**config.mk**
```make
export PLATFORM = sky130hd
export DESIGN_NAME = line_pixel_generator_unit
export DESIGN_NICKNAME = d
export VERILOG_FILES = /design/src/hdl/lpg_pkg.sv /design/src/hdl/lpg_in_reg.sv /design/src/hdl/lpg_core.sv /design/src/hdl/lpg_out_reg.sv /design/src/hdl/line_pixel_generator_unit.sv
export SDC_FILE = /design/constraint.sdc
export NUM_CORES = 1
export LEC_CHECK = 0
export BUFFER_PORTS_ARGS = -buffer_cell sky130_fd_sc_hd__buf_2
export CAP_MARGIN = 25
export CORE_UTILIZATION = 30
export DETAILED_ROUTE_END_ITERATION = 10
export MAX_ROUTING_LAYER = met4
export PLACE_DENSITY = 0.58
export SYNTH_ARGS = -nofsm -noshare
export SYNTH_HDL_FRONTEND = slang
export SYNTH_SLANG_ARGS = --single-unit
```
**constraint.sdc**
```tcl
create_clock -name clk -period 14.2 [get_ports clk]
set_input_delay 0 -clock clk [delete_from_list [all_inputs] [get_ports clk]]
set_output_delay 0 -clock clk [all_outputs]
set_load 0.01 [all_outputs]
```
**src/hdl/lpg_pkg.sv**
```systemverilog
// ----------------------------------------------------------------------------
// lpg_pkg
// Types and constants shared by the line pixel generator modules.
// ----------------------------------------------------------------------------
package lpg_pkg;

  localparam int COORD_BITS = 12;
  localparam int ERR_BITS   = COORD_BITS + 1;
  localparam int COLOR_BITS = 16;

  typedef logic [COORD_BITS-1:0] coord_t;
  typedef logic [ERR_BITS-1:0]   err_t;
  typedef logic [COLOR_BITS-1:0] color_t;
  typedef logic [1:0]            dir_t;

  localparam logic OP_START   = 1'b0;
  localparam logic OP_ADVANCE = 1'b1;

  localparam dir_t DIR_NONE  = 2'd0;
  localparam dir_t DIR_PLUS  = 2'd1;
  localparam dir_t DIR_MINUS = 2'd3;

  typedef struct packed {
    logic   opcode;
    coord_t start_x;
    coord_t start_y;
    coord_t end_x;
    coord_t end_y;
    color_t pen_color;
  } item_t;

  typedef struct packed {
    coord_t point_x;
    coord_t point_y;
    color_t point_color;
    logic   point_valid;
    logic   last_point;
  } result_t;

endpackage

```
**src/hdl/lpg_in_reg.sv**
```systemverilog
// ----------------------------------------------------------------------------
// lpg_in_reg
// Input request register; refills in the same cycle it is drained.
// ----------------------------------------------------------------------------
module lpg_in_reg (
  input  logic          clk,
  input  logic          rst_n,
  input  logic          in_valid,
  output logic          in_ready,
  input  lpg_pkg::item_t in_item,
  input  logic          take,
  output logic          item_valid,
  output lpg_pkg::item_t item
);
  import lpg_pkg::*;

  logic  valid_r, valid_nxt;
  item_t item_r;

  assign in_ready   = !valid_r || take;
  assign item_valid = valid_r;
  assign item       = item_r;

  always_comb begin
    valid_nxt = valid_r;
    if (take)
      valid_nxt = 1'b0;
    if (in_valid && in_ready)
      valid_nxt = 1'b1;
  end

  always_ff @(posedge clk) begin
    if (!rst_n) begin
      valid_r <= 1'b0;
    end else begin
      valid_r <= valid_nxt;
    end
  end

  always_ff @(posedge clk) begin
    if (in_valid && in_ready) begin
      item_r <= in_item;
    end
  end

endmodule

```
**src/hdl/lpg_core.sv**
```systemverilog
// ----------------------------------------------------------------------------
// lpg_core
// Line state and per-request step: setup and start point on start, point and error update on advance.
// ----------------------------------------------------------------------------
module lpg_core (
  input  logic             clk,
  input  logic             rst_n,
  input  logic             fire,
  input  lpg_pkg::item_t   item,
  output lpg_pkg::result_t res
);
  import lpg_pkg::*;

  coord_t cur_col_r, cur_col_nxt;
  coord_t cur_row_r, cur_row_nxt;
  dir_t   col_dir_r, col_dir_nxt;
  dir_t   row_dir_r, row_dir_nxt;
  coord_t abs_dx_r, abs_dx_nxt;
  coord_t abs_dy_r, abs_dy_nxt;
  coord_t major_len_r, major_len_nxt;
  err_t   col_err_r, col_err_nxt;
  err_t   row_err_r, row_err_nxt;
  err_t   points_left_r, points_left_nxt;
  color_t held_color_r, held_color_nxt;
  logic   busy_r, busy_nxt;

  dir_t   s_col_dir, s_row_dir;
  coord_t s_dx, s_dy, s_major;
  err_t   col_sum, row_sum, pl_dec;
  logic   col_step, row_step;

  function automatic dir_t axis_dir(input coord_t from, input coord_t to);
    if (to > from)
      return DIR_PLUS;
    else if (to == from)
      return DIR_NONE;
    else
      return DIR_MINUS;
  endfunction

  function automatic coord_t axis_mag(input coord_t from, input coord_t to);
    if (to > from)
      return to - from;
    else
      return from - to;
  endfunction

  function automatic coord_t move_coord(input coord_t pos, input dir_t dir);
    case (dir)
      DIR_PLUS:  return pos + coord_t'(1);
      DIR_MINUS: return pos - coord_t'(1);
      default:   return pos;
    endcase
  endfunction

  assign s_col_dir = axis_dir(item.start_x, item.end_x);
  assign s_row_dir = axis_dir(item.start_y, item.end_y);
  assign s_dx      = axis_mag(item.start_x, item.end_x);
  assign s_dy      = axis_mag(item.start_y, item.end_y);
  assign s_major   = (s_dx > s_dy) ? s_dx : s_dy;

  assign col_sum  = col_err_r + {1'b0, abs_dx_r};
  assign row_sum  = row_err_r + {1'b0, abs_dy_r};
  assign col_step = col_sum > {1'b0, major_len_r};
  assign row_step = row_sum > {1'b0, major_len_r};
  assign pl_dec   = (points_left_r != '0) ? points_left_r - err_t'(1) : '0;

  always_comb begin
    cur_col_nxt     = cur_col_r;
    cur_row_nxt     = cur_row_r;
    col_dir_nxt     = col_dir_r;
    row_dir_nxt     = row_dir_r;
    abs_dx_nxt      = abs_dx_r;
    abs_dy_nxt      = abs_dy_r;
    major_len_nxt   = major_len_r;
    col_err_nxt     = col_err_r;
    row_err_nxt     = row_err_r;
    points_left_nxt = points_left_r;
    held_color_nxt  = held_color_r;
    busy_nxt        = busy_r;
    res             = '0;

    if (item.opcode == OP_START) begin
      // errors start at each delta; the first update steps an axis whose doubled delta exceeds the major length
      res.point_x     = item.start_x;
      res.point_y     = item.start_y;
      res.point_color = item.pen_color;
      res.point_valid = 1'b1;
      cur_col_nxt     = item.start_x;
      cur_row_nxt     = item.start_y;
      col_dir_nxt     = s_col_dir;
      row_dir_nxt     = s_row_dir;
      abs_dx_nxt      = s_dx;
      abs_dy_nxt      = s_dy;
      major_len_nxt   = s_major;
      col_err_nxt     = {1'b0, s_dx};
      row_err_nxt     = {1'b0, s_dy};
      points_left_nxt = {1'b0, s_major} + err_t'(1);
      held_color_nxt  = item.pen_color;
      busy_nxt        = 1'b1;
    end else if (busy_r) begin
      res.point_x     = cur_col_r;
      res.point_y     = cur_row_r;
      res.point_color = held_color_r;
      res.point_valid = 1'b1;
      res.last_point  = (pl_dec == '0);
      points_left_nxt = pl_dec;
      busy_nxt        = (pl_dec != '0);
      col_err_nxt     = col_step ? col_sum - {1'b0, major_len_r} : col_sum;
      row_err_nxt     = row_step ? row_sum - {1'b0, major_len_r} : row_sum;
      cur_col_nxt     = col_step ? move_coord(cur_col_r, col_dir_r) : cur_col_r;
      cur_row_nxt     = row_step ? move_coord(cur_row_r, row_dir_r) : cur_row_r;
    end
  end

  always_ff @(posedge clk) begin
    if (!rst_n) begin
      cur_col_r     <= '0;
      cur_row_r     <= '0;
      col_dir_r     <= DIR_NONE;
      row_dir_r     <= DIR_NONE;
      abs_dx_r      <= '0;
      abs_dy_r      <= '0;
      major_len_r   <= '0;
      col_err_r     <= '0;
      row_err_r     <= '0;
      points_left_r <= '0;
      held_color_r  <= '0;
      busy_r        <= 1'b0;
    end else if (fire) begin
      cur_col_r     <= cur_col_nxt;
      cur_row_r     <= cur_row_nxt;
      col_dir_r     <= col_dir_nxt;
      row_dir_r     <= row_dir_nxt;
      abs_dx_r      <= abs_dx_nxt;
      abs_dy_r      <= abs_dy_nxt;
      major_len_r   <= major_len_nxt;
      col_err_r     <= col_err_nxt;
      row_err_r     <= row_err_nxt;
      points_left_r <= points_left_nxt;
      held_color_r  <= held_color_nxt;
      busy_r        <= busy_nxt;
    end
  end

endmodule

```
**src/hdl/lpg_out_reg.sv**
```systemverilog
// ----------------------------------------------------------------------------
// lpg_out_reg
// Result register; loads a new result in the cycle the held one is taken.
// ----------------------------------------------------------------------------
module lpg_out_reg (
  input  logic             clk,
  input  logic             rst_n,
  input  logic             res_valid,
  input  lpg_pkg::result_t res,
  output logic             slot_free,
  output logic             out_valid,
  input  logic             out_ready,
  output lpg_pkg::result_t out_res
);
  import lpg_pkg::*;

  logic    valid_r, valid_nxt;
  result_t res_r;

  assign slot_free = !valid_r || out_ready;
  assign out_valid = valid_r;
  assign out_res   = res_r;

  always_comb begin
    valid_nxt = valid_r;
    if (out_ready)
      valid_nxt = 1'b0;
    if (res_valid && slot_free)
      valid_nxt = 1'b1;
  end

  always_ff @(posedge clk) begin
    if (!rst_n) begin
      valid_r <= 1'b0;
    end else begin
      valid_r <= valid_nxt;
    end
  end

  always_ff @(posedge clk) begin
    if (res_valid && slot_free) begin
      res_r <= res;
    end
  end

endmodule

```
**src/hdl/line_pixel_generator_unit.sv**
```systemverilog
// ----------------------------------------------------------------------------
// line_pixel_generator_unit
// Bresenham-style line pixel generator: one result per request.
//
//   channel  handshake            payload
//   in       in_valid/in_ready    opcode, start_x, start_y, end_x, end_y, pen_color
//   out      out_valid/out_ready  point_x, point_y, point_color, point_valid,
//                                 last_point
//
// One request per cycle while the output is not stalled; each request passes
// through the input register, then the line step into the result register.
// Synchronous active-low reset clears the line state to idle and empties
// both registers.
// A stalled output holds its result; the input register still drains into
// the result register in the cycle the result is taken.
// ----------------------------------------------------------------------------
module line_pixel_generator_unit (
  input  logic                clk,
  input  logic                rst_n,
  input  logic                in_valid,
  output logic                in_ready,
  input  logic                in_opcode,
  input  lpg_pkg::coord_t     in_start_x,
  input  lpg_pkg::coord_t     in_start_y,
  input  lpg_pkg::coord_t     in_end_x,
  input  lpg_pkg::coord_t     in_end_y,
  input  lpg_pkg::color_t     in_pen_color,
  output logic                out_valid,
  input  logic                out_ready,
  output lpg_pkg::coord_t     out_point_x,
  output lpg_pkg::coord_t     out_point_y,
  output lpg_pkg::color_t     out_point_color,
  output logic                out_point_valid,
  output logic                out_last_point
);
  import lpg_pkg::*;

  item_t   in_item, item;
  result_t res, out_res;
  logic    item_valid, slot_free, fire;

  assign in_item.opcode    = in_opcode;
  assign in_item.start_x   = in_start_x;
  assign in_item.start_y   = in_start_y;
  assign in_item.end_x     = in_end_x;
  assign in_item.end_y     = in_end_y;
  assign in_item.pen_color = in_pen_color;

  assign fire = item_valid && slot_free;

  lpg_in_reg u_in_reg (
    .clk        (clk),
    .rst_n      (rst_n),
    .in_valid   (in_valid),
    .in_ready   (in_ready),
    .in_item    (in_item),
    .take       (fire),
    .item_valid (item_valid),
    .item       (item)
  );

  lpg_core u_core (
    .clk   (clk),
    .rst_n (rst_n),
    .fire  (fire),
    .item  (item),
    .res   (res)
  );

  lpg_out_reg u_out_reg (
    .clk       (clk),
    .rst_n     (rst_n),
    .res_valid (item_valid),
    .res       (res),
    .slot_free (slot_free),
    .out_valid (out_valid),
    .out_ready (out_ready),
    .out_res   (out_res)
  );

  assign out_point_x     = out_res.point_x;
  assign out_point_y     = out_res.point_y;
  assign out_point_color = out_res.point_color;
  assign out_point_valid = out_res.point_valid;
  assign out_last_point  = out_res.last_point;

endmodule

```
==> Yosys cells after proc, flatten, opt, wreduce, memory -nomap -nowiden <==
Cells that the tools add are included.
Widths: inputs -> output; s select.
{ "word_totals": {"reg_bits": 229, "word_cells": 104, "inputBits": 69, "output_inout_bits": 44} }
{ "op_classes": {"eq_ne": 11, "add_sub_neg": 14, "n_mux": 32, "bitwise_logic": 1, "reduce_logical": 16, "n_lt_le_gt_ge": 5} }
{ "ops": {"columns": ["cell", "n"], "rows": [
  ["$mux 13", 9],
  ["$mux 12", 9],
  ["$pmux 12 s2", 2],
  ["$sub 12x12->12", 4],
  ["$mux 42", 1],
  ["$mux 41", 1],
  ["$gt 12x12->1", 3],
  ["$add 13x12->13", 2],
  ["$gt 13x12->1", 2],
  ["$reduce_bool 13->1", 2],
  ["$sub 13x12->13", 2],
  ["$add 12x1->12 const B", 2],
  ["$eq 12x12->1", 2],
  ["$sub 12x1->12 const B", 2],
  ["$add 12x1->13 const B", 1],
  ["$logic_not 13->1", 1],
  ["$sub 13x1->13 const B", 1],
  ["$mux 2", 4],
  ["$reduce_and 4->1", 2],
  ["$mux 1", 6],
  ["$ne 2x1->1 const B", 3],
  ["$ne 3x1->1 const B", 2],
  ["$reduce_and 2->1", 3],
  ["$eq 2x1->1 const B", 2],
  ["6 further kinds", 11]
]} }

==> Logic depth before layout (Yosys ltp) <==
{ "depth": {"depth_word": 6, "depth_mapped": 25, "mapped_depth_nobuf": 24} }

==> Cells and area by module <==
From an unflattened synthesis, not the netlist that was laid out.
{ "unflattened": {"cells_unflattened": 1715, "hier_area_um2": 15092.0} }
{ "by_module_without_submodules": {"columns": ["module", "n_inst", "seq_area_each_um2", "area_each_um2", "cells_per_inst"], "rows": [
  ["lpg_core", 1, 2402.3, 11757.5, 1597],
  ["lpg_in_reg", 1, 1971.9, 2009.4, 70],
  ["lpg_out_reg", 1, 1281.2, 1318.8, 47],
  ["line_pixel_generator_unit", 1, 0.0, 6.3, 1]
]} }

==> Worst setup path before layout <==
OpenSTA, ideal clock, no wires.
{ "synth_timing": {"kind": "register -> register", "from": "reg u_in_reg.item_r, in the netlist u_in_reg.item[16]", "to": "reg u_core.points_left_r[12]", "path_stages_with_launch": 25, "period_less_slack_ns": 5.354, "required_time_ns": 14.104, "arrival_ns": 5.259, "slack_ns": 8.846, "path_cell_list": "edfxtp_1 -> inv_1 -> ha_1 -> inv_1 -> fa_1 -> a211oi_1 -> o211ai_2 -> a32oi_2 -> buf_6 -> mux2i_1 -> nand3_1 -> o21ai_0 -> xnor2_1 -> inv_1 -> ha_1 -> and4_1 -> nand3_1 -> a21o_2 -> a31oi_2 -> nand3_1 -> nor3_1 -> o21ai_2 -> or3_4 -> or3_1 -> o41ai_2"} }
{ "synth_via": {"elab_chain_cells": 6} }
{ "synth_rtl": {"columns": ["element", "line_no", "source"], "rows": [
  ["from (decl)", "lpg_in_reg.sv:18", "item_t item_r;"],
  ["from (signal assigned)", "lpg_in_reg.sv:42", "item_r <= in_item;"],
  ["$sub 12x12->12, or another cell as far along", "lpg_core.sv:45", "return from - to;"],
  ["$mux 12 *", "lpg_core.sv:42", "if (to > from)"],
  ["$gt 12x12->1", "lpg_core.sv:60", "assign s_major = (s_dx > s_dy) ? s_dx : s_dy;"],
  ["$mux 12 *", "lpg_core.sv:60", null],
  ["$add 12x1->13 *", "lpg_core.sv:98", "points_left_nxt = {1'b0, s_major} + err_t'(1);"],
  ["$mux 13 *", "lpg_core.sv:83", "if (item.opcode == OP_START) begin"],
  ["to (signal assigned)", "lpg_core.sv:140", "points_left_r <= points_left_nxt;"],
  ["to (decl)", "lpg_core.sv:23", "err_t points_left_r, points_left_nxt;"]
]} }
Every way passes the cells marked *; elsewhere a longest branch is shown, timed or not.
A chain may end at the register's enable or synchronous reset.

==> Worst setup path after layout <==
Same ends and word-level chain as after synthesis.

==> run summary <==
## Timing
• maximum operating frequency: 0.154 GHz
• unrepaired setup endpoints after global routing: false
• worst slew margin relative to its limit: 0.296
• slew at the pin closest to its max-slew limit: 1.05 ns
• final hold violation count: 0
• max-slew violation count: 0
• final setup vio count: 0
• post-route fraction of the period consumed by the critical path: 0.457
• Final Skew: 0.0314 ns
• time the final worst path needs with I/O delays and setup: 6.50 ns
• Total Neg Setup Slack: 0 ns

## Routing
• number of vias after detailed routing: 13409
• TritonRoute pass-1 iters: 5
• DR vias/cell: 5.25
• detail-routed net length per standard cell: 18.7 um
• number of remaining DRC errors: 0
• drt total wl: 47700 um
• 1st-iter DRT viols: 911
• Detail Route Antenna Nets: 0

## Power and ir drop
• reported net switching power: 824 uW
• Seq pwr share: 0.343
• Clk pwr share: 0.296
• part of the total power dissipated in combinational logic: 0.361
• static leakage power: 7.39 nW
• internal power component: 1.41 mW
• maximum VDD drop: 0.0832 mV
• switching share of power: 0.369
• total power per unit cell area: 125 nW/um2
• total power of the final layout: 2.23 mW

## Finish
• total of fill cells in the finished design: 5229
• Storage cell area: 5660 um2
• area delta synth->final: 17.5%
• count of antenna diodes in the layout: 0
• share of final-layout standard cells stronger than drive strength 1: 0.117
• final design area excluding fillers: 17800 um2
• layout net count: 2068
• multi-input logic area: 8610 um2

## Clocking
• clock transition at the registers of the reported paths: 0.07 ns
• buffer cell driving the clock tree root: sky130_fd_sc_hd__clkbuf_16
• # Post-CTS Setup Buffers: 0
• number of CTS-inserted buffers: 26
• H-tree depth: 1
• Skew-Pair Late Insertion Delay: 0.57 ns
• Sink Count: 229
• number of buffers on the longest clock path: 3
• CTS tree: built

## Run
• max cap viols: 0

## Setup path
• required time of the critical path: 14.69 ns
• startpoint class of the critical path: flop
• Crit Path Max Fanout: 11
• critical path class: reg -> reg
• Critical Path Slowest Stage Cell: sky130_fd_sc_hd__a32oi_2
• CP most frequent cell: sky130_fd_sc_hd__inv_1
• Buffers & Inverters on Critical Path: 3
• Worst path max stage delay: 0.61 ns
• cells along the critical path: inv_1 -> ha_1 -> inv_1 -> fa_1 -> a211oi_1 -> o211ai_2 -> a32oi_2 -> o211ai_1 -> a31oi_1 -> o21ai_0 -> xnor2_1 -> inv_1 -> ha_1 -> and4_1 -> nand3_1 -> a21o_2 -> a31oi_2 -> nand3_1 -> nor3_1 -> o21ai_2 -> or3_4 -> or3_1 -> o41ai_2
• kind of cell with the highest combined delay on the critical path: compound AO/OA/AOI/OAI gates
• register-to-register path setup slack: 7.70 ns
• type of element capturing the critical path: flop
• endpoint arrival time on the critical path: 6.98 ns

## GRT
• largest net degree at the start of global routing: 77
• vias in the first global route: 13246
• number of antenna violations at the first check in global routing: 0
• overall track demand over capacity in global routing: 0.191
• first-pass GRT wire length: 74200 um
• GR Overflow Total: 0

## Placed design
• port bufs: 112
• gp weighted congestion: 0.934
• DPL Wire Length: 33500 um
• dpl cell area: 16300 um2

## Floorplanning
• count of standard-cell rows: 82
• Die Y: 227 um
• core footprint: 50100 um2
• effective utilization at floorplan: 0.303
• count of boundary I/O pins: 113
• Total Die Area: 51500 um2
• die width: 227 um

## Synth
• Synth top area share: 0.212
• cell taking the most area after synthesis: sky130_fd_sc_hd__edfxtp_1
• top area cells in the synthesized netlist: sky130_fd_sc_hd__edfxtp_1, sky130_fd_sc_hd__dfxtp_1, sky130_fd_sc_hd__ha_1
• synthesis warning total: 0
• synthesized instance count: 1719
• post-synthesis async set-or-reset flop share: 0
• share of the yosys chip area belonging to registers: 0.373
• unique cell type count in the Yosys netlist: 94
• Post-Synthesis Cell Area: 15200 um2
• EDFF count, synth: 107
• top_reg_cell synth: sky130_fd_sc_hd__dfxtp_1
• number of nets produced by synthesis: 1926
• number of storage elements in the synthesis netlist: 229
• average size of a mapped cell: 8.82 um2

## Run status
• outcome: complete, no violations

## Worst hold path
• Hold WC Path Type: in -> reg

## cell families after synthesis
logic type	Yosys count	share of synthesized area
AO/OA/AOI/OAI	502	0.219
XOR/XNOR	80	0.0462
adder cells (fa/ha/maj)	138	0.119
buffers and inverters	218	0.0606
flip-flops	229	0.373
multiplexers	30	0.0219
AND/OR/NAND/NOR	522	0.161
## registers in the layout (all words and copies together) (netlist names)
| register | count |
|---|---|
| u_out_reg.out_res | 42 |
| u_core.points_left_r | 13 |
| u_core.col_err_r | 13 |
| u_out_reg.out_valid | 1 |
| u_core.held_color_r | 16 |
| u_in_reg.item | 65 |
| u_in_reg.item_valid | 1 |
| u_core.row_dir_r | 2 |
| u_core.col_dir_r | 2 |
| u_core.cur_row_r | 12 |
| u_core.abs_dy_r | 12 |
| u_core.major_len_r | 12 |
| u_core.abs_dx_r | 12 |
| u_core.row_err_r | 13 |
| u_core.busy_r | 1 |
| u_core.cur_col_r | 12 |
## placed cells by master (no fill, tap or decap), types with 10 or more instances in the layout
master,Yosys,final
sky130_fd_sc_hd__ha_1,128,128
sky130_fd_sc_hd__a21o_1,26,26
sky130_fd_sc_hd__clkbuf_16,0,27
sky130_fd_sc_hd__mux2i_1,21,21
sky130_fd_sc_hd__a211oi_1,50,50
sky130_fd_sc_hd__dfxtp_1,122,122
sky130_fd_sc_hd__or3_1,15,15
sky130_fd_sc_hd__nand4_1,10,10
sky130_fd_sc_hd__o21ai_0,123,122
sky130_fd_sc_hd__a31oi_1,16,16
sky130_fd_sc_hd__o211ai_1,20,20
sky130_fd_sc_hd__o21a_1,15,15
sky130_fd_sc_hd__inv_1,131,129
sky130_fd_sc_hd__fa_1,10,10
sky130_fd_sc_hd__o211a_1,11,11
sky130_fd_sc_hd__xnor2_1,53,53
sky130_fd_sc_hd__nor2b_1,19,19
sky130_fd_sc_hd__nor2_1,127,123
sky130_fd_sc_hd__xor2_1,27,27
sky130_fd_sc_hd__edfxtp_1,107,107
sky130_fd_sc_hd__buf_2,6,112
sky130_fd_sc_hd__a21oi_1,125,125
sky130_fd_sc_hd__o21bai_1,10,10
sky130_fd_sc_hd__nor3_1,60,60
sky130_fd_sc_hd__dlygate4sd3_1,0,68
sky130_fd_sc_hd__buf_4,4,21
sky130_fd_sc_hd__nand3_1,71,71
sky130_fd_sc_hd__nand2_1,161,161
sky130_fd_sc_hd__nor4_1,10,10
sky130_fd_sc_hd__a32o_1,10,10
## repair_timing
item / CTS / global route
hold endpoints to repair: 67 / 0
gates resized for setup: 0 / 0
hold buffers: 68 / 0
## path summary, 6_finish.rpt
check / start / end / cells past startpoint
max: u_in_reg.item[16]$_DFFE_PP_ / u_core.points_left_r[12]$_SDFFE_PN0P_ / 23
min: in_end_x[7] / u_in_reg.item[35]$_DFFE_PP_ / 2
max reg2reg: u_in_reg.item[16]$_DFFE_PP_ / u_core.points_left_r[12]$_SDFFE_PN0P_ / 23
min reg2reg: u_core.held_color_r[2]$_SDFFE_PN0P_ / u_core.held_color_r[2]$_SDFFE_PN0P_ / 2
## cells in the mapped netlist (all sizes together), types with 6 or more instances
cell type / number
clkbuf: 63
xnor2: 53
mux2i: 24
dfxtp: 122
ha: 128
nor3: 61
o211ai: 21
or3: 18
o22ai: 9
nand2: 161
a32o: 10
nand3: 71
inv: 131
edfxtp: 107
or2: 6
o21bai: 10
a22oi: 6
nand4: 11
and2: 10
fa: 10
o211a: 11
o21ai: 125
xor2: 27
buf: 24
nor4: 11
nor2: 127
nor2b: 19
o21a: 15
o221ai: 8
a211oi: 50
a21oi: 126
mux2: 6
a32oi: 8
a31oi: 17
nand2b: 9
a21o: 29
## routing by layer
layer / GRT usage / vias up / share of wire
li1: - / 6518 / -
met1: 0.233 / 6415 / 0.43
met2: 0.317 / 385 / 0.48
met3: 0.0223 / 91 / 0.053
met4: 0.0826 / 0 / 0.042
met5: - / - / 0
## cell type report
| cell class | instances | share of cell area |
|---|---|---|
| flip-flops and latches | 229 | 0.317 |
| inverters | 131 | 0.0276 |
| clock buffers | 34 | 0.0399 |
| clock inverters | 14 | 0.00660 |
| multi-input cells | 1272 | 0.483 |
| repair buffers | 201 | 0.0785 |
| well taps | 672 | 0.0472 |
## power by group through the flow
stage	Sequential [mW]	Clock (mW)	Combinational (mW)
floorplan	0.770	0	0.575
global placement	0.777	0	0.767
detailed placement	0.779	0	0.773
CTS	0.765	0.678	0.794
global route	0.770	0.703	0.878
finish	0.765	0.662	0.806
## stage by stage
step            util  setup slack (ns)  hold WS, ns  cells
5_1_grt        0.356              7.34        0.130   2553
6_report       0.356              7.70        0.136   2553
2_1_floorplan      -              8.85       0.0989   1719
3_5_place_dp   0.326              7.78        0.178   2437
4_1_cts        0.356              7.79        0.102   2553
3_3_place_gp   0.326              7.94        0.178   2435
Power figures use the tool's default switching activity.
